## src/rtl/core/npcs_pkg.sv

```systemverilog
package npcs_pkg;

   localparam int FIELD_BITS = 8;
   localparam int INDEX_FIELD_BITS = 8;
   localparam int COUNT_BITS = 9;
   localparam logic [COUNT_BITS-1:0] COUNT_RESET = 9'd256;

   typedef enum logic [0:0] {
      CMD_WRITE = 1'b0,
      CMD_MAP   = 1'b1
   } cmd_type;

   // control that travels with each transaction down the chain
   typedef struct packed {
      logic                        valid;
      cmd_type                     cmd;
      logic                        have;  // best_dist/best_idx hold a candidate
      logic                        pend;  // pend_dist holds the previous entry's distance
      logic [FIELD_BITS-1:0]       entry_index;
   } ctl_type;

endpackage

```

## src/rtl/core/npcs_if.sv

```systemverilog


interface npcs_rsp_if;
   logic       valid;
   logic       ready;
   logic [7:0] best_index;

   modport source (output valid, best_index, input ready);
   modport sink (input valid, best_index, output ready);
endinterface


```

## src/rtl/core/npcs_tail.sv

```systemverilog
module npcs_tail #(
   parameter int PALETTE_ENTRIES = 256,
   parameter int CHANNEL_BITS = 8,
   parameter int INDEX_BITS = 8
) (
   input  logic                      clock,
   input  logic                      reset,
   input  npcs_pkg::ctl_type         ctl_i,
   input  logic [2*CHANNEL_BITS+1:0] best_dist_i,
   input  logic [INDEX_BITS-1:0]     best_idx_i,
   input  logic [2*CHANNEL_BITS+1:0] pend_dist_i,
   output logic                      advance,
   npcs_rsp_if.source                rsp_bus
);

   localparam logic [INDEX_BITS-1:0] LAST_INDEX = INDEX_BITS'(PALETTE_ENTRIES - 1);

   logic                                   out_valid_ff;
   logic [npcs_pkg::INDEX_FIELD_BITS-1:0]  best_index_ff, best_index_in;
   logic [INDEX_BITS-1:0]                  final_idx;
   logic [INDEX_BITS+npcs_pkg::INDEX_FIELD_BITS-1:0] idx_wide;

   always_comb begin
      if (ctl_i.pend && (!ctl_i.have || (pend_dist_i < best_dist_i))) begin
         final_idx = LAST_INDEX;
      end else begin
         final_idx = best_idx_i;
      end
      idx_wide      = {{npcs_pkg::INDEX_FIELD_BITS{1'b0}}, final_idx};
      best_index_in = idx_wide[npcs_pkg::INDEX_FIELD_BITS-1:0];
   end

   // whole chain moves when the output register is free or being drained
   assign advance = !out_valid_ff || rsp_bus.ready;

   always_ff @(posedge clock) begin
      if (reset) begin
         out_valid_ff <= 1'b0;
      end else if (advance) begin
         out_valid_ff <= ctl_i.valid && (ctl_i.cmd == npcs_pkg::CMD_MAP);
      end
   end

   always_ff @(posedge clock) begin
      if (advance) begin
         best_index_ff <= best_index_in;
      end
   end

   assign rsp_bus.valid      = out_valid_ff;
   assign rsp_bus.best_index = best_index_ff;

endmodule

```

## src/flat_wrapper.sv

```systemverilog
// flat-port wrapper written by rule: the top's interface ports become plain ports
module npcs_tail_flat 
#(
   parameter int PALETTE_ENTRIES = 256,
   parameter int CHANNEL_BITS = 8,
   parameter int INDEX_BITS = 8
)
  (clock, reset, ctl_i, best_dist_i, best_idx_i, pend_dist_i, advance, rsp_bus_valid, rsp_bus_best_index, rsp_bus_ready);
  npcs_rsp_if rsp_bus_i ();
  input  logic clock;
  input  logic reset;
  input  npcs_pkg::ctl_type ctl_i;
  input  logic [2*CHANNEL_BITS+1:0] best_dist_i;
  input  logic [INDEX_BITS-1:0] best_idx_i;
  input  logic [2*CHANNEL_BITS+1:0] pend_dist_i;
  output logic advance;
  output wire logic [$bits(rsp_bus_i.valid)-1:0] rsp_bus_valid;
  output wire logic [$bits(rsp_bus_i.best_index)-1:0] rsp_bus_best_index;
  input wire logic [$bits(rsp_bus_i.ready)-1:0] rsp_bus_ready;
  assign rsp_bus_valid = rsp_bus_i.valid;
  assign rsp_bus_best_index = rsp_bus_i.best_index;
  assign rsp_bus_i.ready = rsp_bus_ready;
  npcs_tail #(.PALETTE_ENTRIES(PALETTE_ENTRIES), .CHANNEL_BITS(CHANNEL_BITS), .INDEX_BITS(INDEX_BITS)) u_core (.clock(clock), .reset(reset), .ctl_i(ctl_i), .best_dist_i(best_dist_i), .best_idx_i(best_idx_i), .pend_dist_i(pend_dist_i), .advance(advance), .rsp_bus(rsp_bus_i));
endmodule
```

## config.mk

```make
export PLATFORM = sky130hd
export DESIGN_NAME = npcs_tail_flat
export DESIGN_NICKNAME = d
export VERILOG_FILES = /design/src/rtl/core/npcs_pkg.sv /design/src/rtl/core/npcs_if.sv /design/src/rtl/core/npcs_tail.sv /design/src/flat_wrapper.sv
export SDC_FILE = /design/constraint.sdc
export NUM_CORES = 1
export LEC_CHECK = 0
export BUFFER_PORTS_ARGS = -buffer_cell sky130_fd_sc_hd__buf_2
export CAP_MARGIN = 20
export CORE_MARGIN = 3
export CORE_UTILIZATION = 40
export DETAILED_ROUTE_END_ITERATION = 7
export GPL_TIMING_DRIVEN = 0
export HOLD_SLACK_MARGIN = 0.03
export PLACE_DENSITY = 0.85
export SYNTH_ARGS = -nofsm -noshare
export SYNTH_HDL_FRONTEND = slang
export SYNTH_SLANG_ARGS = --single-unit
```

## constraint.sdc

```tcl
create_clock -name clock -period 2.1 [get_ports clock]
set_input_delay 0.315 -clock clock [delete_from_list [all_inputs] [get_ports clock]]
set_output_delay 0.315 -clock clock [all_outputs]
set_load 0.02 [all_outputs]
```

======== Word level (Yosys, flattened, before mapping) ========
Index checks and enable logic that the tools add are counted.
operators by class
  magnitude comparators ................... 1
  reduce and logical (&&, ||, !) cells .... 6
operator list
  cell               count
  $lt 18x18->1       1
  $logic_and 1x1->1  2
  $logic_not 1->1    2
  $logic_or 1x1->1   2
word-level totals
  input bits .............................. 59
  output and inout bits ................... 10
  register bits ........................... 9
  word-level logic and storage cells ...... 9

======== Logic depth before layout (Yosys ltp) ========
Gate-level depths: netlist (run 1).
  word-level depth ........................ 3
  mapped depth ............................ 6
  depth with buffers taken out ............ 6

======== Worst setup path after synthesis (run 1) ========
No wires, ideal clock.
  path kind ............................... in2reg
  start point ............................. in best_dist_i[13]
  end point ............................... reg u_core.best_index_ff, in the netlist u_core.rsp_bus.best_index[0] (data pin)
  buffers on the path ..................... 0
  arrival time ............................ 1.315 ns
  stages .................................. 6
  data required time ...................... 1.823 ns
  slack ................................... 0.508 ns
  path through ............................ inv_1 > ha_1 > and4_4 > nand3_2 > o221ai_4 > a221oi_1
between the ends
  longest elaborated chain between the ends .. 3
RTL lines
  what                    RTL line            RTL
  start: declaration      flat_wrapper.sv:13  input logic [2*CHANNEL_BITS+1:0] best_dist_i;
  $lt 18x18->1            npcs_tail.sv:24     if (ctl_i.pend && (!ctl_i.have || (pend_dist_i < best_dist_i))) begin
  $logic_or 1x1->1        npcs_tail.sv:24
  $logic_and 1x1->1       npcs_tail.sv:24
  end signal: assignment  npcs_tail.sv:46     best_index_ff <= best_index_in;
  end: declaration        npcs_tail.sv:19     logic [npcs_pkg::INDEX_FIELD_BITS-1:0] best_index_ff, best_index_in;
Every way passes these cells.
A chain may end at the register's enable or synchronous reset.

======== Final worst setup path (run 1) ========
Same ends and word-level chain as after synthesis.

==> results of run 1 <==
report_power, final:
part           internal, mW  total, mW  switching, mW
sequential            0.214      0.217        0.00363
combinational        0.0998      0.211          0.112
clock                0.0726      0.124         0.0513
total                 0.386      0.553          0.167
per-layer routing:
layer,global-route usage,vias to the layer above,share of wire
met4,0.0539,0,0.0065
met5,0,-,0
li1,-,509,-
met2,0.295,37,0.54
met1,0.164,419,0.37
met3,0.0300,2,0.074
final timing paths:
path	end	slack [ps]	cells past startpoint
setup / recovery	u_core.rsp_bus.best_index[0]$_SDFFCE_PP1P_	480	7
hold / removal	u_core.rsp_bus.valid$_SDFFE_PP0P_	210	2
setup reg to reg	u_core.rsp_bus.best_index[2]$_SDFFCE_PP1P_	1150	1
hold reg to reg	u_core.rsp_bus.valid$_SDFFE_PP0P_	760	2
logic make-up after synthesis:
kind of cell | share of synthesized area
flip-flops | 0.273
adder cells (fa/ha/maj) | 0.223
AND/OR/NAND/NOR | 0.201
buffers and inverters | 0.0983
AO/OA/AOI/OAI | 0.206
flip-flops by register name, indices dropped and copies added (netlist names):
| signal | cells |
|---|---|
| u_core.rsp_bus.best_index | 8 |
| u_core.rsp_bus.valid | 1 |
worst max-delay path, stage by stage:
cell and delay (ps):
buf_2 70, inv_1 30, ha_1 320, and4_4 210, nand4_1 270, nor2_1 80
a221oi_1 360
cell usage after synthesis, types with 2 or more instances:
cell      instances  area (sq um)
o21a_1            4          30.0
nand2_1           4          15.0
inv_1            25          93.8
a21oi_1           7          35.0
ha_1             17           213
nand2b_1          2          12.5
nor2_1            8          30.0
nand4_1           2          12.5
and4_4            2          22.5
nor3b_1           8          60.1
a221oi_1          8          70.1
a21oi_2           2          17.5
edfxtp_1          8           240
cells in the final DEF (no fill, tap or decap):
master / instances
buf_2: 60
inv_1: 25
ha_1: 17
nor2_1: 8
nor3b_1: 8
a221oi_1: 8
edfxtp_1: 8
a21oi_1: 7
nand2_1: 4
o21a_1: 4
clkbuf_4: 3
nand2b_1: 2
and4_4: 2
a21oi_2: 2
nand4_1: 2
nand2b_4: 1
nand2_2: 1
nand3_2: 1
o221ai_4: 1
a211o_1: 1
o21ai_2: 1
and4_1: 1
clkbuf_1: 1
dfxtp_1: 1
cell type report:
type / count / area, sq um
inverter: 25 / 93.8
tap: 28 / 35.0
multi-input combinational: 71 / 601
sequential: 9 / 260
timing repair buffer: 60 / 300
clock buffer: 4 / 26.3
fill: 211 / 917
through the flow:
stage	utilization	power (mW)	worst slack (ps)	instances
after CTS	0.589	0.561	457	197
after global routing	0.589	0.600	378	197
final	0.589	0.553	481	197
after floorplan	-	0.347	508	105
after detailed placement	0.578	0.435	210	193
after global placement	0.578	0.422	309	193
==> reports/metrics.csv, run 1 <==
stage,metric,value,unit
status,status,"complete, no violations",
sta,setup_viol,0,
clock_network,cts_buffers,3,
sta,hold_violations,0,
grt,track_usage,0.154,
routing,drcViolationCount,0,
sta,fin_crit_sh,0.771,
place,placement.cell_area,0.00129,sq mm
routing,wl_per_cell,10.9,um
floorplan,die_h,54.9,um
routing,viasPerCell,4.91,
final_layout,nets,246,
sta,slew_headroom,0.731,
hold_path,min-delay-start,reset,
routing,dr.first_iter.drc_count,5,
floorplan,die-area,0.00301,sq mm
final_layout,layout-drive-gt1-share,0.426,
logic_synthesis,synth_cell_types,21,
critical_path,cp.arrival,1650,ps
clock_network,htreeDepth,1,
sta,grt_setup_unrepaired,no,
clock_network,postCtsSetupBuffers,0,
grt,grt_pass1_vias,929,
clock_network,cts_tree,done,
place,port_buffers,60,
routing,routed_wl,2160,um
clock_network,cts-resized-gates,0,
routing,dr.pass1.iters,4,
logic_synthesis,avgSynthCellArea,9.09,sq um
logic_synthesis,netlist_instances,105,
logic_synthesis,yosys_warnings,0,
clock_network,clk_latency,250,ps
clock_network,ctsLongestPathBuffers,2,
critical_path,cp.required,2130,ps
logic_synthesis,netlist_area,955,sq um
final_layout,post-route-cell-area,0.00132,sq mm
logic_synthesis,synthArstFlopShare,0,
sta,hold_slack,209,ps
routing,ant_nets,0,
logic_synthesis,ys.flop_type,edfxtp_1,
floorplan,start_util,0.427,
sta,max_freq,618,MHz
power,vdd_drop_max,0.218,mV
critical_path,critPathLaunch,best_dist_i[13],
power,p_per_area,420,mW/mm^2
sta,tightest_slew,404,ps
hold_path,hold_class,input port to register,
final_layout,area_growth,37.9,%
sta,clock_skew,2.33,ps
floorplan,row_count,17,
floorplan,core,0.00223,sq mm
power,power.leakage,0.706,nW
grt,grt_pass1_wl,3410,um
clock_network,clkTransAtPathRegs,60,ps
critical_path,cp_max_fo,8,
place,hpwl,1960,um
logic_synthesis,synth_seq_cells,9,
sta,fin_tns_setup,0,ps
place,globalplace.congestion,0.717,
final_layout,antenna_cells,0,
clock_network,clockRootBuffer,clkbuf_4,
floorplan,die_w,54.9,um
run,drv_cap,0,
sta,fin_crit,1620,ps
critical_path,worstSetupPathType,input port to register,
logic_synthesis,seq_area_frac_synth,0.273,
grt,overflow,0,
floorplan,pin_count,69,
critical_path,end_kind,register,
routing,via_count,967,
grt,antenna_found_initial,0,
critical_path,reg2reg_from,u_core.rsp_bus.valid$_SDFFE_PP0P_,
critical_path,critPathLaunchType,input port,
logic_synthesis,syn-num-nets,181,
logic_synthesis,synth_edf_count,8,
grt,grt_max_degree,11,
clock_network,ctsHoldBuffers,0,
clock_network,cts_sinks,9,
sta,drv_slew,0,
Note: power is estimated with default switching activity, not from simulation.
==> run 2, diff against run 1 <==
Clock period 2.1 ns to 1.54 ns, I/O delays scaled along.
==> run 2 against run 1 <==
  * Die area stayed put
  * Sequential share of layout area is 0.42 points lower
  * Critical path depth stayed put
  * Final area is 2.2% higher
  * First-iteration DRC count is 100% higher
  * Clock skew is 1.8 ps lower
  * Worst setup slack worse by 400 ps
  * Highest routed layer unchanged
==> reports/metrics.csv, run 2 (same netlist as run 1, synthesis figures left out) <==
stage,metric,value,unit
status,status,"complete, no violations",
routing,drcViolationCount,0,
final_layout,utilization,0.602,
clock_network,ctsLongestPathBuffers,2,
critical_path,worstSetupEndpoint,u_core.rsp_bus.best_index[5]$_SDFFCE_PP1P_,
final_layout,final_common_cell,buf_2,
sta,tightest_slew,403,ps
sta,max_freq,683,MHz
routing,wl_per_cell,11.1,um
critical_path,critPathLaunch,best_dist_i[17],
place,globalplace.congestion,0.717,
grt,overflow,0,
sta,hold_violations,0,
critical_path,crit_path_max_incr_delay,310,ps
floorplan,die_w,54.9,um
final_layout,layout-drive-gt1-share,0.450,
routing,routed_wl,2200,um
sta,clock_skew,0.552,ps
critical_path,path_cells,"buf_2, inv_1, ha_1, and4_4, nand2_2, o221ai_4, a221oi_1",
clock_network,cts_sinks,9,
grt,grt_max_degree,11,
grt,grt_pass1_wl,3470,um
final_layout,largest_reg_flops,8,
critical_path,cp.required,1520,ps
power,combPwrFrac,0.385,
floorplan,die_h,54.9,um
power,p_int,0.530,mW
routing,viasPerCell,4.95,
final_layout,multiInputGateArea,614,sq um
critical_path,reg2reg_to,u_core.rsp_bus.best_index[0]$_SDFFCE_PP1P_,
final_layout,fillers,213,
run,drv_cap,0,
clock_network,htreeDepth,1,
critical_path,cp_max_fo,8,
grt,antenna_found_initial,0,
final_layout,seq_area,260,sq um
power,p_per_area,570,mW/mm^2
clock_network,clkTransAtPathRegs,60,ps
critical_path,cp_top_family,compound AO/OA/AOI/OAI gates,
hold_path,hold_class,input port to register,
critical_path,cp.arrival,1440,ps
routing,dr.first_iter.drc_count,10,
routing,ant_nets,0,
final_layout,nets,248,
sta,fin_crit_sh,0.950,
power,p_sw,0.237,mW
critical_path,cp.depth,7,
power,p_clk_frac,0.229,
sta,slew_headroom,0.731,
clock_network,ctsHoldBuffers,0,
floorplan,core,0.00223,sq mm
clock_network,cts_tree,done,
place,hpwl,1960,um
final_layout,layout_common_cells,"buf_2 (60), inv_1 (25), ha_1 (17)",
critical_path,worstSetupPathType,input port to register,
critical_path,reg2reg_slack,590,ps
sta,fin_crit,1460,ps
floorplan,row_count,17,
sta,fin_ws,76.8,ps
critical_path,rr_worst_depth,1,
power,power.leakage,0.718,nW
routing,via_count,985,
critical_path,reg2reg_from,u_core.rsp_bus.valid$_SDFFE_PP0P_,
final_layout,area_growth,40.9,%
clock_network,cts_buffers,3,
sta,drv_slew,0,
place,place_ws,-266,ps
routing,dr.pass1.iters,4,
floorplan,start_util,0.427,
critical_path,critPathLaunchType,input port,
hold_path,min-delay-start,reset,
critical_path,end_kind,register,
clock_network,clockRootBuffer,clkbuf_4,
floorplan,pin_count,69,
place,port_buffers,60,
power,p_seq_frac,0.386,
critical_path,cp.buffers_inverters,2,
power,finalPower,0.766,mW
grt,track_usage,0.157,
sta,setup_viol,0,
floorplan,die-area,0.00301,sq mm
clock_network,clk_latency,260,ps
sta,grt_setup_unrepaired,yes,
critical_path,crit_slowest_cell,o221ai_4,
grt,grt_pass1_vias,944,
power,vdd_drop_max,0.310,mV
power,swShare,0.309,
final_layout,antenna_cells,0,
==> run 2: changes by cell type in the layout (fill, tap and decap cells not counted), sizes merged <==
cell	delta
buf	+2
==> run 2: how the worst min path moves through the flow <==
stage / cells past startpoint / endpoint / slack (ps)
2_1_floorplan: 1 / u_core.rsp_bus.valid$_SDFFE_PP0P_ / 300
4_1_cts: 2 / u_core.rsp_bus.valid$_SDFFE_PP0P_ / 120
3_5_place_dp: 2 / u_core.rsp_bus.valid$_SDFFE_PP0P_ / 390
5_1_grt: 2 / u_core.rsp_bus.valid$_SDFFE_PP0P_ / 110
3_3_place_gp: 2 / u_core.rsp_bus.valid$_SDFFE_PP0P_ / 390
6_report: 2 / u_core.rsp_bus.valid$_SDFFE_PP0P_ / 120
==> run 2: routing by layer <==
layer  GRT usage  up-vias  routed length [um]
li1            -      512                   -
met1       0.164      432                 817
met2       0.303       37                1190
met3      0.0300        4                 163
met4      0.0539        0                  25
met5           0        -                   0
==> run 2: what timing repair did <==
| action | in CTS | in global routing |
|---|---|---|
| pin swaps | 1 | 1 |
| hold endpoints to repair | 0 | 0 |
| gates resized for setup | 0 | 3 |
| buffers inserted | 2 | 0 |
| setup endpoints to repair | 1 | 4 |
==> run 2: area by class of cell <==
class,count,share of cell area
tap,28,0.0260
timing repair buffer,62,0.234
clock buffer,4,0.0195
inverter,25,0.0698
multi-input combinational,71,0.457
sequential,9,0.193
==> run 2: metrics by stage <==
step,instances,hold WS [ps],instance area (sq um),setup TNS (ps)
after floorplan,105,300,955,0
after global placement,193,387,1290,-1280
after detailed placement,193,386,1290,-1630
after CTS,199,116,1330,0
after global routing,199,107,1350,-49.9
final,199,118,1350,0
==> run 2: power by group through the flow <==
stage / sequential [mW] / clock [mW] / combinational (mW)
6_report: 0.296 / 0.175 / 0.295
5_1_grt: 0.297 / 0.196 / 0.333
4_1_cts: 0.297 / 0.175 / 0.293
3_5_place_dp: 0.302 / 0 / 0.292
3_3_place_gp: 0.300 / 0 / 0.275
2_1_floorplan: 0.331 / 0 / 0.142
==> run 3, diff against run 2 <==
==> constraint.sdc (replaced) <==
create_clock -name clock -period 1.54 [get_ports clock]
set_input_delay 0.077 -clock clock [delete_from_list [all_inputs] [get_ports clock]]
set_output_delay 0.077 -clock clock [all_outputs]
set_load 0.02 [all_outputs]
==> run 3 against run 2 <==
  * Final area decreased by 1.4%
  * Wire length decreased by 1.3%
  * Clock-buffer cell count unchanged
  * Worst setup slack improved by 82 ps
  * Combinational power decreased by 2%
  * Register-to-register slack about the same
  * Clock power decreased by 3%
  * Sequential power about the same
  * Die area unchanged
  * Largest power group unchanged
==> reports/metrics.csv, run 3 (same netlist as run 1, synthesis figures left out) <==
stage,metric,value,unit
sta,fin_crit,1380,ps
sta,setup_viol,0,
clock_network,postCtsSetupBuffers,0,
final_layout,layout_common_cells,"buf_2 (60), inv_1 (25), ha_1 (17)",
floorplan,row_count,17,
final_layout,final_common_cell,buf_2,
sta,fin_crit_sh,0.897,
power,p_per_area,570,mW/mm^2
place,hpwl,1960,um
final_layout,layoutNonFillerInstCount,198,
power,power.leakage,0.710,nW
critical_path,end_kind,register,
clock_network,ctsLongestPathBuffers,2,
critical_path,rr_worst_depth,1,
final_layout,post-route-cell-area,0.00133,sq mm
clock_network,cts_tree,done,
sta,drv_slew,0,
clock_network,clockRootBuffer,clkbuf_4,
routing,wl_per_cell,11.0,um
place,placement.cell_area,0.00129,sq mm
floorplan,pin_count,69,
run,drv_cap,0,
clock_network,cts-resized-gates,0,
critical_path,worstSetupPathType,input port to register,
hold_path,hold_class,input port to register,
final_layout,antenna_cells,0,
sta,fin_ws,159,ps
clock_network,cts_buffers,3,
floorplan,die_w,54.9,um
power,vdd_drop_max,0.298,mV
critical_path,cp_max_fo,8,
clock_network,htreeDepth,1,
critical_path,cp.required,1570,ps
place,place_ws,-112,ps
routing,drcViolationCount,0,
sta,clock_skew,2.33,ps
routing,via_count,969,
clock_network,clk_latency,250,ps
grt,grt_pass1_vias,931,
final_layout,nets,247,
critical_path,critPathLaunchType,input port,
sta,tightest_slew,405,ps
clock_network,cts_sinks,9,
hold_path,hold_depth,3,
sta,grt_setup_unrepaired,no,
grt,grt_max_degree,11,
status,status,"complete, no violations",
floorplan,die-area,0.00301,sq mm
floorplan,start_util,0.427,
clock_network,clkTransAtPathRegs,60,ps
routing,dr.first_iter.drc_count,5,
grt,overflow,0,
sta,slew_headroom,0.730,
final_layout,layout-drive-gt1-share,0.424,
floorplan,die_h,54.9,um
grt,track_usage,0.156,
routing,ant_nets,0,
place,dp_cells,193,
place,globalplace.congestion,0.717,
final_layout,largest_reg_flops,8,
floorplan,core,0.00223,sq mm
grt,grt_pass1_wl,3430,um
critical_path,cp.arrival,1410,ps
grt,antenna_found_initial,0,
place,port_buffers,60,
routing,dr.pass1.iters,4,
sta,max_freq,724,MHz
routing,routed_wl,2170,um
sta,hold_violations,0,
sta,fin_tns_setup,0,ps
routing,viasPerCell,4.89,
final_layout,area_growth,38.9,%
run 3: layout make-up:
class                   instances  area [sq um]
multi-input cells              71           601
clock buffers                   4          26.3
well taps                      28          35.0
inverters                      25          93.8
repair buffers                 61           310
fillers                       210           907
flip-flops and latches          9           260
run 3: where the power goes:
group | leakage, nW | total, mW | internal [mW] | switching, mW
combinational | 0.609 | 0.290 | 0.138 | 0.153
clock | 0.0150 | 0.169 | 0.0990 | 0.0700
sequential | 0.0859 | 0.296 | 0.291 | 0.00497
total | 0.710 | 0.756 | 0.528 | 0.228
run 3: layer usage:
| metal | global-route usage | up-vias | part of all wire |
|---|---|---|---|
| li1 | - | 511 | - |
| met1 | 0.167 | 419 | 0.38 |
| met2 | 0.295 | 37 | 0.54 |
| met3 | 0.0300 | 2 | 0.073 |
| met4 | 0.0539 | 0 | 0.0064 |
| met5 | 0 | - | 0 |
run 3: critical path, stage by stage:
cell and delay (ps):
buf_2 70, inv_1 30, ha_1 320, and4_4 210
nand4_1 270, nor2_1 80, a221oi_1 360
run 3: worst paths after layout:
| check | start | endpoint | slack, ps |
|---|---|---|---|
| setup reg to reg | u_core.rsp_bus.valid$_SDFFE_PP0P_ | u_core.rsp_bus.best_index[2]$_SDFFCE_PP1P_ | 590 |
| hold reg to reg | u_core.rsp_bus.valid$_SDFFE_PP0P_ | u_core.rsp_bus.valid$_SDFFE_PP0P_ | 760 |
| hold / removal | ctl_i[10] | u_core.rsp_bus.valid$_SDFFE_PP0P_ | 70 |
| setup / recovery | best_dist_i[13] | u_core.rsp_bus.best_index[0]$_SDFFCE_PP1P_ | 160 |
run 3: per-stage QoR:
stage	utilization	power [mW]	hold slack, ps
after floorplan	-	0.473	146
after global placement	0.578	0.576	233
after detailed placement	0.578	0.594	232
after CTS	0.594	0.767	58.9
after global routing	0.594	0.821	61.3
final	0.594	0.756	66.7
run 3: what timing repair did:
item                                    4_1_cts  5_1_grt
endpoints found under the setup margin        0        0
endpoints found under the hold margin         1        0
hold buffers                                  1        0
