## src/rtl/core/npcs_pkg.sv

```systemverilog
package npcs_pkg;

   localparam int FIELD_BITS = 8;
   localparam int INDEX_FIELD_BITS = 8;
   localparam int COUNT_BITS = 9;
   localparam logic [COUNT_BITS-1:0] COUNT_RESET = 9'd256;

   typedef enum logic [0:0] {
      CMD_WRITE = 1'b0,
      CMD_MAP   = 1'b1
   } cmd_type;

   // control that travels with each transaction down the chain
   typedef struct packed {
      logic                        valid;
      cmd_type                     cmd;
      logic                        have;  // best_dist/best_idx hold a candidate
      logic                        pend;  // pend_dist holds the previous entry's distance
      logic [FIELD_BITS-1:0]       entry_index;
   } ctl_type;

endpackage

```

## src/rtl/core/npcs_cell.sv

```systemverilog
module npcs_cell #(
   parameter int CELL_INDEX = 0,
   parameter int CHANNEL_BITS = 8,
   parameter int INDEX_BITS = 8
) (
   input  logic                                clock,
   input  logic                                reset,
   input  logic                                advance,
   input  logic [npcs_pkg::COUNT_BITS-1:0]     color_count,
   input  npcs_pkg::ctl_type                   ctl_i,
   input  logic [CHANNEL_BITS-1:0]             red_i,
   input  logic [CHANNEL_BITS-1:0]             green_i,
   input  logic [CHANNEL_BITS-1:0]             blue_i,
   input  logic [2*CHANNEL_BITS+1:0]           best_dist_i,
   input  logic [INDEX_BITS-1:0]               best_idx_i,
   input  logic [2*CHANNEL_BITS+1:0]           pend_dist_i,
   output npcs_pkg::ctl_type                   ctl_o,
   output logic [CHANNEL_BITS-1:0]             red_o,
   output logic [CHANNEL_BITS-1:0]             green_o,
   output logic [CHANNEL_BITS-1:0]             blue_o,
   output logic [2*CHANNEL_BITS+1:0]           best_dist_o,
   output logic [INDEX_BITS-1:0]               best_idx_o,
   output logic [2*CHANNEL_BITS+1:0]           pend_dist_o
);

   localparam int DIST_BITS = 2 * CHANNEL_BITS + 2;
   localparam logic [INDEX_BITS-1:0] PREV_INDEX =
      INDEX_BITS'((CELL_INDEX == 0) ? 0 : CELL_INDEX - 1);

   // palette entry owned by this cell
   logic [CHANNEL_BITS-1:0] ent_red_ff, ent_green_ff, ent_blue_ff;

   npcs_pkg::ctl_type       ctl_ff, ctl_in;
   logic [CHANNEL_BITS-1:0] red_ff, green_ff, blue_ff;
   logic [DIST_BITS-1:0]    best_dist_ff, best_dist_in;
   logic [INDEX_BITS-1:0]   best_idx_ff, best_idx_in;
   logic [DIST_BITS-1:0]    pend_dist_ff, pend_dist_in;

   logic                    is_map, is_write, in_range, take_prev;
   logic [CHANNEL_BITS-1:0] dr, dg, db;
   logic [2*CHANNEL_BITS-1:0] sr, sg, sb;

   always_comb begin
      is_map   = ctl_i.valid && (ctl_i.cmd == npcs_pkg::CMD_MAP);
      is_write = ctl_i.valid && (ctl_i.cmd == npcs_pkg::CMD_WRITE)
                 && (int'(ctl_i.entry_index) == CELL_INDEX);
      in_range = CELL_INDEX < int'(color_count);

      // fold the previous cell's distance into the running best
      take_prev = ctl_i.pend && (!ctl_i.have || (pend_dist_i < best_dist_i));
      if (take_prev) begin
         best_dist_in = pend_dist_i;
         best_idx_in  = PREV_INDEX;
      end else begin
         best_dist_in = best_dist_i;
         best_idx_in  = best_idx_i;
      end

      // squared distance to this cell's entry, folded one cell later
      dr = (red_i > ent_red_ff) ? red_i - ent_red_ff : ent_red_ff - red_i;
      dg = (green_i > ent_green_ff) ? green_i - ent_green_ff : ent_green_ff - green_i;
      db = (blue_i > ent_blue_ff) ? blue_i - ent_blue_ff : ent_blue_ff - blue_i;
      sr = dr * dr;
      sg = dg * dg;
      sb = db * db;
      pend_dist_in = DIST_BITS'(sr) + DIST_BITS'(sg) + DIST_BITS'(sb);

      ctl_in      = ctl_i;
      ctl_in.have = ctl_i.have || take_prev;
      ctl_in.pend = is_map && in_range;
   end

   always_ff @(posedge clock) begin
      if (reset) begin
         ctl_ff <= '0;
      end else if (advance) begin
         ctl_ff <= ctl_in;
      end
   end

   always_ff @(posedge clock) begin
      if (advance) begin
         red_ff       <= red_i;
         green_ff     <= green_i;
         blue_ff      <= blue_i;
         best_dist_ff <= best_dist_in;
         best_idx_ff  <= best_idx_in;
         pend_dist_ff <= pend_dist_in;
         if (is_write) begin
            ent_red_ff   <= red_i;
            ent_green_ff <= green_i;
            ent_blue_ff  <= blue_i;
         end
      end
   end

   assign ctl_o       = ctl_ff;
   assign red_o       = red_ff;
   assign green_o     = green_ff;
   assign blue_o      = blue_ff;
   assign best_dist_o = best_dist_ff;
   assign best_idx_o  = best_idx_ff;
   assign pend_dist_o = pend_dist_ff;

endmodule

```

## config.mk

```make
export PLATFORM = sky130hd
export DESIGN_NAME = npcs_cell
export DESIGN_NICKNAME = d
export VERILOG_FILES = /design/src/rtl/core/npcs_pkg.sv /design/src/rtl/core/npcs_cell.sv
export SDC_FILE = /design/constraint.sdc
export NUM_CORES = 1
export LEC_CHECK = 0
export ABC_AREA = 1
export ABC_CLOCK_PERIOD_IN_PS = 14000
export BUFFER_PORTS_ARGS = -buffer_cell sky130_fd_sc_hd__buf_2
export CORE_ASPECT_RATIO = 1.75
export CORE_UTILIZATION = 45
export DETAILED_ROUTE_END_ITERATION = 8
export PLACE_DENSITY = 0.65
export SKIP_LAST_GASP = 1
export SYNTH_ARGS = -nofsm -noshare
export SYNTH_HDL_FRONTEND = slang
export SYNTH_SLANG_ARGS = --single-unit
```

## constraint.sdc

```tcl
create_clock -name clock -period 14 [get_ports clock]
set_clock_uncertainty 0.2 [all_clocks]
set_input_delay 2.8 -clock clock [delete_from_list [all_inputs] [get_ports clock]]
set_output_delay 2.8 -clock clock [all_outputs]
set_load 0.01 [all_outputs]
```

# --- After elaboration in Yosys (flattened, before gate mapping) ---
# Index checks and enable logic that the tools add are counted.
op_classes:
  n_addsub: 8
  n_mul: 3
  n_bitwise: 1
  reduce_logical: 10
  n_lt_le_gt_ge: 5
  mux: 4
ops:
  columns: ["operator", "n"]
  rows:
  - ["$mul A8 B8 Y16", 3]
  - ["$sub A8 B8 Y8", 6]
  - ["$gt A8 B8 Y1", 3]
  - ["$mux W8", 3]
  - ["$add A17 B16 Y18", 1]
  - ["$lt A18 B18 Y1", 1]
  - ["$mux W18", 1]
  - ["$add A16 B16 Y17", 1]
  - ["$lt A1 B9 Y1 const A", 1]
  - ["$logic_not A8 Y1", 1]
  - ["$logic_and A1 B1 Y1", 5]
  - ["$logic_or A1 B1 Y1", 2]
  - ["$reduce_and A2 Y1", 1]
  - ["$logic_not A1 Y1", 1]
  - ["$not A1 Y1", 1]
totals:
  input_bits: 92
  register_bits: 104
  output_inout_bits: 80

# --- Depth between registers and ports, before layout ---
# Gate-level depths: netlist of the first run.
logic_depth:
  word_depth: 5
  ltp_mapped: 38
  mapped_depth_nobuf: 37

# --- Least setup slack after synthesis of the first run ---
# OpenSTA, ideal clock, no wires.
synth_timing:
  path_type: "input -> register"
  startpoint: "in green_i[0]"
  endpoint: "reg pend_dist_ff[14] (netlist: pend_dist_o[14]), data pin"
  path_stages: 28
  setup_time_ns: 0.265
  t_arrival_ns: 9.017
  slack_ns: 4.518
  required_ns: 13.535
  path_cell_list: "inv_1 ha_1 inv_1 fa_1 nand2_1 nand2_2 nand2_2 nand2_2 nand2_4 nand2_1 o21a_1 buf_2 nor2_1 fa_1 fa_1 fa_1 fa_1 fa_1 fa_1 inv_1 fa_1 inv_1 ha_1 a21oi_1 o21ai_0 a21oi_1 o21ai_0 xor2_1"
synth_between:
  elab_chain_cells: 5
synth_lines:
  columns: ["element", "line", "source"]
  rows:
  - ["start: declaration", "npcs_cell.sv:12", "input logic [CHANNEL_BITS-1:0] green_i,"]
  - ["$sub A8 B8 Y8 / $gt A8 B8 Y1 (equally long branches)", "npcs_cell.sv:61", "dg = (green_i > ent_green_ff) ? green_i - ent_green_ff : ent_green_ff - green_i;"]
  - ["$mux W8 *", "npcs_cell.sv:61", null]
  - ["$mul A8 B8 Y16 *", "npcs_cell.sv:64", "sg = dg * dg;"]
  - ["$add A16 B16 Y17 *", "npcs_cell.sv:66", "pend_dist_in = DIST_BITS'(sr) + DIST_BITS'(sg) + DIST_BITS'(sb);"]
  - ["$add A17 B16 Y18 *", "npcs_cell.sv:66", null]
  - ["via pend_dist_in[14]", "npcs_cell.sv:37", "logic [DIST_BITS-1:0] pend_dist_ff, pend_dist_in;"]
  - ["end signal: assignment", "npcs_cell.sv:88", "pend_dist_ff <= pend_dist_in;"]
  - ["end: declaration", "npcs_cell.sv:37", null]
# Mark *: on every way through the listed nets, which the timed path passes. The rest lies on a longest branch.
# A chain may end at the register's enable or synchronous reset.

# --- Final worst setup path of the first run ---
layout_timing:
  startpoint: "in blue_i[0]"
  endpoint: "reg pend_dist_ff[17] (netlist: pend_dist_o[17]), data pin"
layout_between:
  elab_chain_cells: 4
layout_lines:
  columns: ["element", "line", "source"]
  rows:
  - ["start: declaration", "npcs_cell.sv:13", "input logic [CHANNEL_BITS-1:0] blue_i,"]
  - ["$sub A8 B8 Y8 / $gt A8 B8 Y1 (equally long branches)", "npcs_cell.sv:62", "db = (blue_i > ent_blue_ff) ? blue_i - ent_blue_ff : ent_blue_ff - blue_i;"]
  - ["$mux W8 *", "npcs_cell.sv:62", null]
  - ["$mul A8 B8 Y16 *", "npcs_cell.sv:65", "sb = db * db;"]
  - ["$add A17 B16 Y18 *", "npcs_cell.sv:66", null]
  - ["via pend_dist_in[17]", "npcs_cell.sv:37", null]
# Marks and branches as above.

==> flow_metrics.env, run 1 <==
export IMPL_status="complete, no violations"
export IMPL_final_hold_violation_count=0
export IMPL_rrSetupSlack_ns=6.41
export IMPL_r2r_end="pend_dist_o[17]"
export IMPL_area_growth_pct=12.1
export IMPL_yosysMostFrequentCell="inv_1"
export IMPL_grt_setup_unrepaired="no"
export IMPL_stdcell_area_um2=13500
export IMPL_setup_violations_final=0
export IMPL_synth_area_top_cells="fa_1 23%, edfxtp_1 23%, ha_1 15%, inv_1 11%, nand2_1 8.2%"
export IMPL_slew_limit_headroom=0.620
export IMPL_gp_congestion=0.911
export IMPL_nFillCells=2573
export IMPL_drt_iter0_markers=278
export IMPL_end_kind="flop"
export IMPL_cp_slowest_cell="fa_1"
export IMPL_arrival_ns=9.77
export IMPL_synth_mux_area_frac=0
export IMPL_drtAntennaViolNets=0
export IMPL_yosysSeqAreaShare=0.249
export IMPL_synth_seq_cells=104
export IMPL_insertion_delay_ns=0.37
export IMPL_cp_max_fo=10
export IMPL_cap_violations=0
export IMPL_grt_overflow=0
export IMPL_routed_wirelength_um=28500
export IMPL_cts_max_path_buffers=2
export IMPL_fp_dieW_um=126
export IMPL_layout_drive_gt1_share=0.161
export IMPL_synth_simple_area_share=0.176
export IMPL_preCtsSetupSlack_ns=3.76
export IMPL_synth_xor_area_share=0.0217
export IMPL_path_clk_slew_ns=0.07
export IMPL_postSynth_asyncResetShare=0
export IMPL_cts_htree_levels=3
export IMPL_diodes=0
export IMPL_coreArea_um2=26500
export IMPL_synth_adder_area_share=0.376
export IMPL_die_h_um=219
export IMPL_synthCells=1395
export IMPL_tritoncts="built"
export IMPL_firstDrtPassIters=7
export IMPL_timing_setup_tns_ns=0
export IMPL_clockRootBuffer="clkbuf_16"
export IMPL_yosys_area_top_type="fa_1"
export IMPL_hold_path_class="reg -> reg"
export IMPL_hold_depth=2
export IMPL_place_area_um2=13300
export IMPL_cts_buffers=9
export IMPL_syn_area_per_cell_um2=8.66
export IMPL_timing_final_ws_setup_ns=4.17
export IMPL_antenna_found_initial=0
export IMPL_drc_errors=0
export IMPL_start_kind="input pin"
export IMPL_finalCritPeriodShare=0.702
export IMPL_crit_required_ns=13.94
export IMPL_grt_pass1_vias=10000
export IMPL_fin_util=0.511
export IMPL_min_to="ctl_o[10]"
export IMPL_post_drt_wl_per_cell_um=15.1
export IMPL_start_util=0.456
export IMPL_die_area_um2=27500
export IMPL_crit_path_frequent_cell="nand2_1"
export IMPL_postCtsSetupRepairBufs=0
export IMPL_synthFlopType="edfxtp_1"
export IMPL_dp_hpwl_um=24400
export IMPL_max_stage_delay_ns=0.55
export IMPL_drv_slew=0
export IMPL_worstHoldStart="ctl_o[10]"
export IMPL_port_buffers=171
export IMPL_worstMarginPinSlew_ns=0.569
export IMPL_crit_type="in -> reg"
export IMPL_grt_max_degree=42
export IMPL_synth_nets=1767
export IMPL_viasPerCell=4.92
export IMPL_grt_use_total=0.221
export IMPL_via_count=9294
export IMPL_yosys_top_cells_count="343 x inv_1, 263 x nand2_1, 141 x ha_1, 139 x fa_1, 112 x nor2_1"
export IMPL_layout_min_cycle_time_ns=9.83
export IMPL_fmax_mhz=102
export IMPL_ios=172
export IMPL_grt_pass1_wl_um=46400
export IMPL_hold_buffers=0
export IMPL_rows=79
export IMPL_synth_top_family_by_area="adder cells"
export IMPL_synth_top_area_frac=0.230
export IMPL_synth_compound_area_share=0.0590
export IMPL_r2r_cells=31
export IMPL_synthDistinctLibCells=44
export IMPL_cts_resized=0
export IMPL_synth_edf_count=92
export IMPL_synth_warnings=0
export IMPL_nNetsFinal=1931
export IMPL_synth_area_um2=12100
export IMPL_cts_sinks=104
export IMPL_r2r_start="ent_blue_ff[0]"
-- flip-flops by register name, summed over array words and instances, names as in the netlist --
signal / flops
red_o: 8
ent_red_ff: 8
blue_o: 8
ctl_o: 12
best_idx_o: 8
green_o: 8
ent_green_ff: 8
ent_blue_ff: 8
best_dist_o: 18
pend_dist_o: 18
-- critical path: cells and delay by family --
| family | cells | cell delay, ns |
|---|---|---|
| fa+ha+maj | 10 | 4.60 |
| simple gates | 12 | 1.16 |
| buf+inv | 8 | 0.65 |
| compound gates | 3 | 0.56 |
-- layer usage --
metal / wire length (µm) / track usage / vias to the layer above
met5: 0 / 0 / -
met4: 1820 / 0.147 / 0
met3: 1020 / 0.0363 / 69
li1: - / - / 4589
met2: 16200 / 0.449 / 228
met1: 9370 / 0.193 / 4408
-- kinds of logic (layout without fill, tap and decap cells) --
family / count (synthesis) / count (layout)
and+or+nand+nor: 491 / 491
AOI/OAI and AO/OA: 118 / 118
buffers and inverters: 372 / 541
DFF: 104 / 104
xor gates and xnor gates: 30 / 30
adders and majority gates: 280 / 280
-- stage by stage --
| step | hold slack [ns] | std cells |
|---|---|---|
| floorplan | 0.280 | 1395 |
| global placement | 0.248 | 1872 |
| detailed placement | 0.253 | 1872 |
| CTS | 0.268 | 1888 |
| global route | 0.294 | 1888 |
| finish | 0.265 | 1888 |
-- cell type report --
class                      count  area [µm²]  area share
multi-input combinational    919        7660       0.565
sequential                   104        3000       0.222
inverter                     352        1330      0.0980
timing repair buffer         173         873      0.0645
tap                          324         405      0.0299
clock buffer                   9         225      0.0166
clock inverter                 7        52.6     0.00388
-- placed cells by master, fill, tap and decap left out, drive strengths merged, types with 9 or more instances in the layout --
cell type,Yosys,routed
a21boi,10,10
a21oi,50,50
buf,12,173
clkbuf,8,9
dfxtp,12,12
edfxtp,92,92
fa,139,139
ha,141,141
inv,351,354
nand2,293,293
nand3,54,54
nand4,10,10
nor2,123,123
o21ai,32,32
xnor2,11,11
xor2,19,19
-- worst max path at each step --
stage | slack [ns] | end | start | cells past startpoint
floorplan | 4.52 | pend_dist_o[14] | green_i[0] | 28
global placement | 3.85 | pend_dist_o[17] | blue_i[0] | 33
detailed placement | 3.76 | pend_dist_o[17] | blue_i[0] | 33
CTS | 4.17 | pend_dist_o[17] | green_i[0] | 30
global route | 3.77 | pend_dist_o[17] | blue_i[0] | 33
finish | 4.17 | pend_dist_o[17] | blue_i[0] | 33
Power of run 1 is not shown: default switching activity piles up to over one toggle a cycle in this logic, so the estimate is an artifact.
==> inputs of run 2 (changes only) <==
Settings changed: ABC_CLOCK_PERIOD_IN_PS 14000 to 9100.
Clock period 14 ns to 9.1 ns, I/O delays scaled along.
==> run 2 against run 1 <==
Net effect:
- flip-flop and latch count unchanged
- count of clock-buffer cells in the layout increased by 2
- via count rose by 0.99%
- final cell count grew 1.1%
- die area is the same
- routed wire length up 4.4%
- critical path depth is the same
- global-route usage is 1.3 points higher
- critical path type unchanged
- critical endpoint unchanged
==> flow_metrics.env, run 2 (synthesis gave the netlist of run 1 again) <==
export IMPL_crit_start="blue_i[0]"
export IMPL_start_util=0.456
export IMPL_grt_max_degree=44
export IMPL_slew_limit_headroom=0.584
export IMPL_tritoncts="built"
export IMPL_stdcell_area_um2=13700
export IMPL_final_cell_mix="343 x inv_1, 263 x nand2_1, 170 x buf_2"
export IMPL_cts_buffers=9
export IMPL_cts_htree_levels=3
export IMPL_dp_hpwl_um=25400
export IMPL_area_growth_pct=13.7
export IMPL_cts_sinks=104
export IMPL_final_common_cell="inv_1"
export IMPL_end_kind="flop"
export IMPL_cp_slowest_cell="fa_1"
export IMPL_port_buffers=171
export IMPL_r2r_cells=32
export IMPL_insertion_delay_ns=0.38
export IMPL_grt_pass1_wl_um=49100
export IMPL_max_stage_delay_ns=0.56
export IMPL_rows=79
export IMPL_rrSetupSlack_ns=1.64
export IMPL_crit_path_frequent_cell="nand2_1"
export IMPL_die_area_um2=27500
export IMPL_grt_overflow=0
export IMPL_crit_family="adder cells"
export IMPL_worstMarginPinSlew_ns=0.624
export IMPL_critPathBufInv=8
export IMPL_setup_violations_final=0
export IMPL_grt_use_total=0.234
export IMPL_final_hold_violation_count=0
export IMPL_timing_setup_tns_ns=0
export IMPL_crit_type="in -> reg"
export IMPL_viasPerCell=4.92
export IMPL_finalCritPeriodShare=0.957
export IMPL_ios=172
export IMPL_hold_path_class="reg -> reg"
export IMPL_path_clk_slew_ns=0.08
export IMPL_layout_drive_gt1_share=0.174
export IMPL_nFillCells=2582
export IMPL_crit_required_ns=9.04
export IMPL_multi_input_area_um2=7660
export IMPL_cp_max_fo=10
export IMPL_die_h_um=219
export IMPL_via_count=9386
export IMPL_firstDrtPassIters=5
export IMPL_nNetsFinal=1951
export IMPL_grt_pass1_vias=10300
export IMPL_arrival_ns=8.65
export IMPL_grt_setup_unrepaired="no"
export IMPL_endpoint="pend_dist_o[17]"
export IMPL_layout_min_cycle_time_ns=8.71
export IMPL_place_area_um2=13400
export IMPL_gp_congestion=0.938
export IMPL_drc_errors=0
export IMPL_drv_slew=0
export IMPL_clockRootBuffer="clkbuf_16"
export IMPL_cts_max_path_buffers=2
export IMPL_antenna_found_initial=1
export IMPL_drt_iter0_markers=280
export IMPL_path_depth=33
export IMPL_seq_area_um2=3000
export IMPL_fmax_mhz=115
export IMPL_start_kind="input pin"
export IMPL_postCtsSetupRepairBufs=0
export IMPL_r2r_end="pend_dist_o[17]"
export IMPL_fp_dieW_um=126
export IMPL_routed_wirelength_um=29700
export IMPL_drtAntennaViolNets=0
export IMPL_r2r_start="ent_blue_ff[0]"
export IMPL_cap_violations=0
export IMPL_coreArea_um2=26500
export IMPL_status="complete, no violations"
export IMPL_post_drt_wl_per_cell_um=15.6
==> run 2: changes by cell type in the layout (fill, tap and decap cells not counted), sizes merged <==
cell	change
buf	+20
clkbuf	+2
clkinv	-1
clkinvlp	-2
diode	+1
inv	+1
==> run 2: what timing repair did <==
| item | 4_1_cts | 5_1_grt |
|---|---|---|
| hold buffers | 0 | 0 |
| endpoints found under the setup margin | 0 | 3 |
| resized for setup | 0 | 4 |
==> run 2: final cells by class <==
cell class,instances,area share
inverters,352,0.0966
flip-flops and latches,104,0.219
repair buffers,193,0.0745
diodes,1,0.000182
clock buffers,11,0.0200
well taps,324,0.0295
clock inverters,5,0.00273
multi-input cells,919,0.558
==> run 2: worst min-delay path: stages, from the launching register on <==
cell and delay (ns):
dfxtp_1 0.31, nand2_1 0.06, a21oi_1 0.05
==> run 2: how the worst min path moves through the flow <==
stage	start	to	slack, ns	depth (start not counted)
finish	ctl_o[11]	ctl_o[11]	0.26	2
global route	ctl_o[7]	ctl_o[7]	0.29	2
CTS	ctl_o[11]	ctl_o[11]	0.27	2
detailed placement	ctl_o[11]	ctl_o[11]	0.25	2
global placement	ctl_o[7]	ctl_o[7]	0.25	2
floorplan	ctl_o[10]	ctl_o[10]	0.28	2
==> run 2: metal layers <==
layer,routed length (µm),share of wire,GRT usage,vias up
li1,-,-,-,4634
met1,10400,0.35,0.223,4462
met2,16800,0.56,0.469,230
met3,1080,0.036,0.0361,60
met4,1520,0.051,0.129,0
met5,0,0,0,-
==> run 2: stage by stage <==
stage | instances | util | hold slack, ns | setup slack [ns]
floorplan | 1395 | - | 0.280 | 0.598
CTS | 1908 | 0.518 | 0.267 | 0.376
finish | 1909 | 0.519 | 0.264 | 0.392
detailed placement | 1892 | 0.506 | 0.254 | -0.0390
global placement | 1892 | 0.506 | 0.249 | 0.0760
global route | 1909 | 0.519 | 0.286 | 0.0203
Power of run 2 is left out for the same reason.
==> inputs of run 3 (changes only) <==
Settings changed: CELL_PAD_IN_SITES_DETAIL_PLACEMENT from default to 0, CELL_PAD_IN_SITES_GLOBAL_PLACEMENT from default to 1, PLACE_DENSITY 0.65 to default, PLACE_DENSITY_LB_ADDON from default to 0.1.
==> run 3 against run 2 <==
Net effect:
- global-route usage fell by 0.97 points
- critical endpoint is now pend_dist_o[14]
- cell area rose by 0.16%
- die area did not move
- worst hold slack improved by 0.0033 ns
==> flow_metrics.env, run 3 (synthesis gave the netlist of run 1 again) <==
export IMPL_top_layer="met4"
export IMPL_area_growth_pct=13.9
export IMPL_grt_pass1_wl_um=47500
export IMPL_drc_errors=0
export IMPL_cap_violations=0
export IMPL_dp_hpwl_um=24100
export IMPL_hold_buffers=0
export IMPL_r2r_cells=26
export IMPL_end_kind="flop"
export IMPL_start_kind="input pin"
export IMPL_hold_depth=2
export IMPL_final_cell_mix="343 x inv_1, 263 x nand2_1, 170 x buf_2"
export IMPL_cp_max_fo=7
export IMPL_grt_overflow=0
export IMPL_post_drt_wl_per_cell_um=14.8
export IMPL_viasPerCell=4.89
export IMPL_instances_no_fill=1913
export IMPL_met2_length_um=16000
export IMPL_cts_max_path_buffers=2
export IMPL_layout_min_cycle_time_ns=8.64
export IMPL_die_area_um2=27500
export IMPL_dp_cells=1897
export IMPL_cts_buffers=9
export IMPL_final_common_cell="inv_1"
export IMPL_grt_max_degree=59
export IMPL_grt_pass1_vias=10100
export IMPL_crit_required_ns=9.02
export IMPL_routed_wirelength_um=28200
export IMPL_wl_met1_um=10100
export IMPL_fmax_mhz=116
export IMPL_nNetsFinal=1956
export IMPL_die_h_um=219
export IMPL_grt_use_total=0.224
export IMPL_crit_type="in -> reg"
export IMPL_grt_setup_unrepaired="no"
export IMPL_gp_congestion=0.872
export IMPL_clockRootBuffer="clkbuf_16"
export IMPL_cts_resized=0
export IMPL_path_clk_slew_ns=0.07
export IMPL_finalCritPeriodShare=0.950
export IMPL_rows=79
export IMPL_drv_slew=0
export IMPL_port_buffers=171
export IMPL_layout_drive_gt1_share=0.174
export IMPL_fin_util=0.519
export IMPL_met3_length_um=1120
export IMPL_preCtsSetupSlack_ns=-0.0286
export IMPL_final_hold_violation_count=0
export IMPL_start_util=0.456
export IMPL_status="complete, no violations"
export IMPL_cts_sinks=104
export IMPL_tritoncts="built"
export IMPL_setup_violations_final=0
export IMPL_via_count=9348
export IMPL_drt_iter0_markers=252
export IMPL_ios=172
export IMPL_postCtsSetupRepairBufs=0
export IMPL_firstDrtPassIters=4
export IMPL_drtAntennaViolNets=0
export IMPL_antenna_found_initial=0
export IMPL_timing_final_ws_setup_ns=0.457
export IMPL_coreArea_um2=26500
export IMPL_arrival_ns=8.56
export IMPL_cts_htree_levels=3
export IMPL_insertion_delay_ns=0.38
export IMPL_hold_path_class="reg -> reg"
export IMPL_fp_dieW_um=126
export IMPL_worstMarginPinSlew_ns=0.804
export IMPL_diodes=0
export IMPL_slew_limit_headroom=0.464
## run 3: changes by cell type in the layout (fill, tap and decap cells not counted), sizes merged
cell / change
inv: -1
clkinvlp: +1
bufinv: +1
diode: -1
buf: +5
clkinv: +1
clkbuf: -2
## run 3: final cells by class
class	instances	area, µm²
clock inverter	7	76.3
multi-input combinational	919	7660
clock buffer	9	225
inverter	352	1330
tap	324	405
sequential	104	3000
timing repair buffer	198	1060
fill	2614	12700
## run 3: per-layer routing
layer	up-vias	track usage
met4	0	0.0956
met5	-	0
met2	187	0.449
li1	4637	-
met3	47	0.0400
met1	4477	0.221
## run 3: path summary, 6_finish.rpt
| check | start | to | slack, ns |
|---|---|---|---|
| setup / recovery | green_i[2] | pend_dist_o[14] | 0.46 |
| hold / removal | ctl_o[11] | ctl_o[11] | 0.27 |
| setup reg to reg | ent_green_ff[2] | pend_dist_o[14] | 1.64 |
| hold reg to reg | ctl_o[11] | ctl_o[11] | 0.27 |
## run 3: critical path, stage by stage
cell      delay [ns]
buf_2           0.11
inv_1           0.04
ha_1            0.44
nand2_1         0.17
o21bai_1        0.27
nand2_1         0.11
nand3_1         0.08
nand2_1         0.07
nand2_1         0.06
nand2_1         0.20
inv_1           0.14
nand2_1         0.07
fa_1            0.47
inv_1           0.07
fa_1            0.58
fa_1            0.46
fa_1            0.52
fa_1            0.52
fa_1            0.54
inv_1           0.05
fa_1            0.52
inv_1           0.04
ha_1            0.34
a21oi_1         0.24
o21ai_0         0.12
a21oi_1         0.20
o21ai_0         0.12
xor2_1          0.15
## run 3: stage by stage
step / setup TNS, ns / cell area (µm²) / hold WS [ns]
after floorplan: 0 / 12100 / 0.280
after global placement: 0 / 13500 / 0.248
after detailed placement: -0.0377 / 13500 / 0.257
after CTS: 0 / 13800 / 0.273
after global routing: 0 / 13800 / 0.300
final: 0 / 13800 / 0.267
Power of run 3 is left out for the same reason.
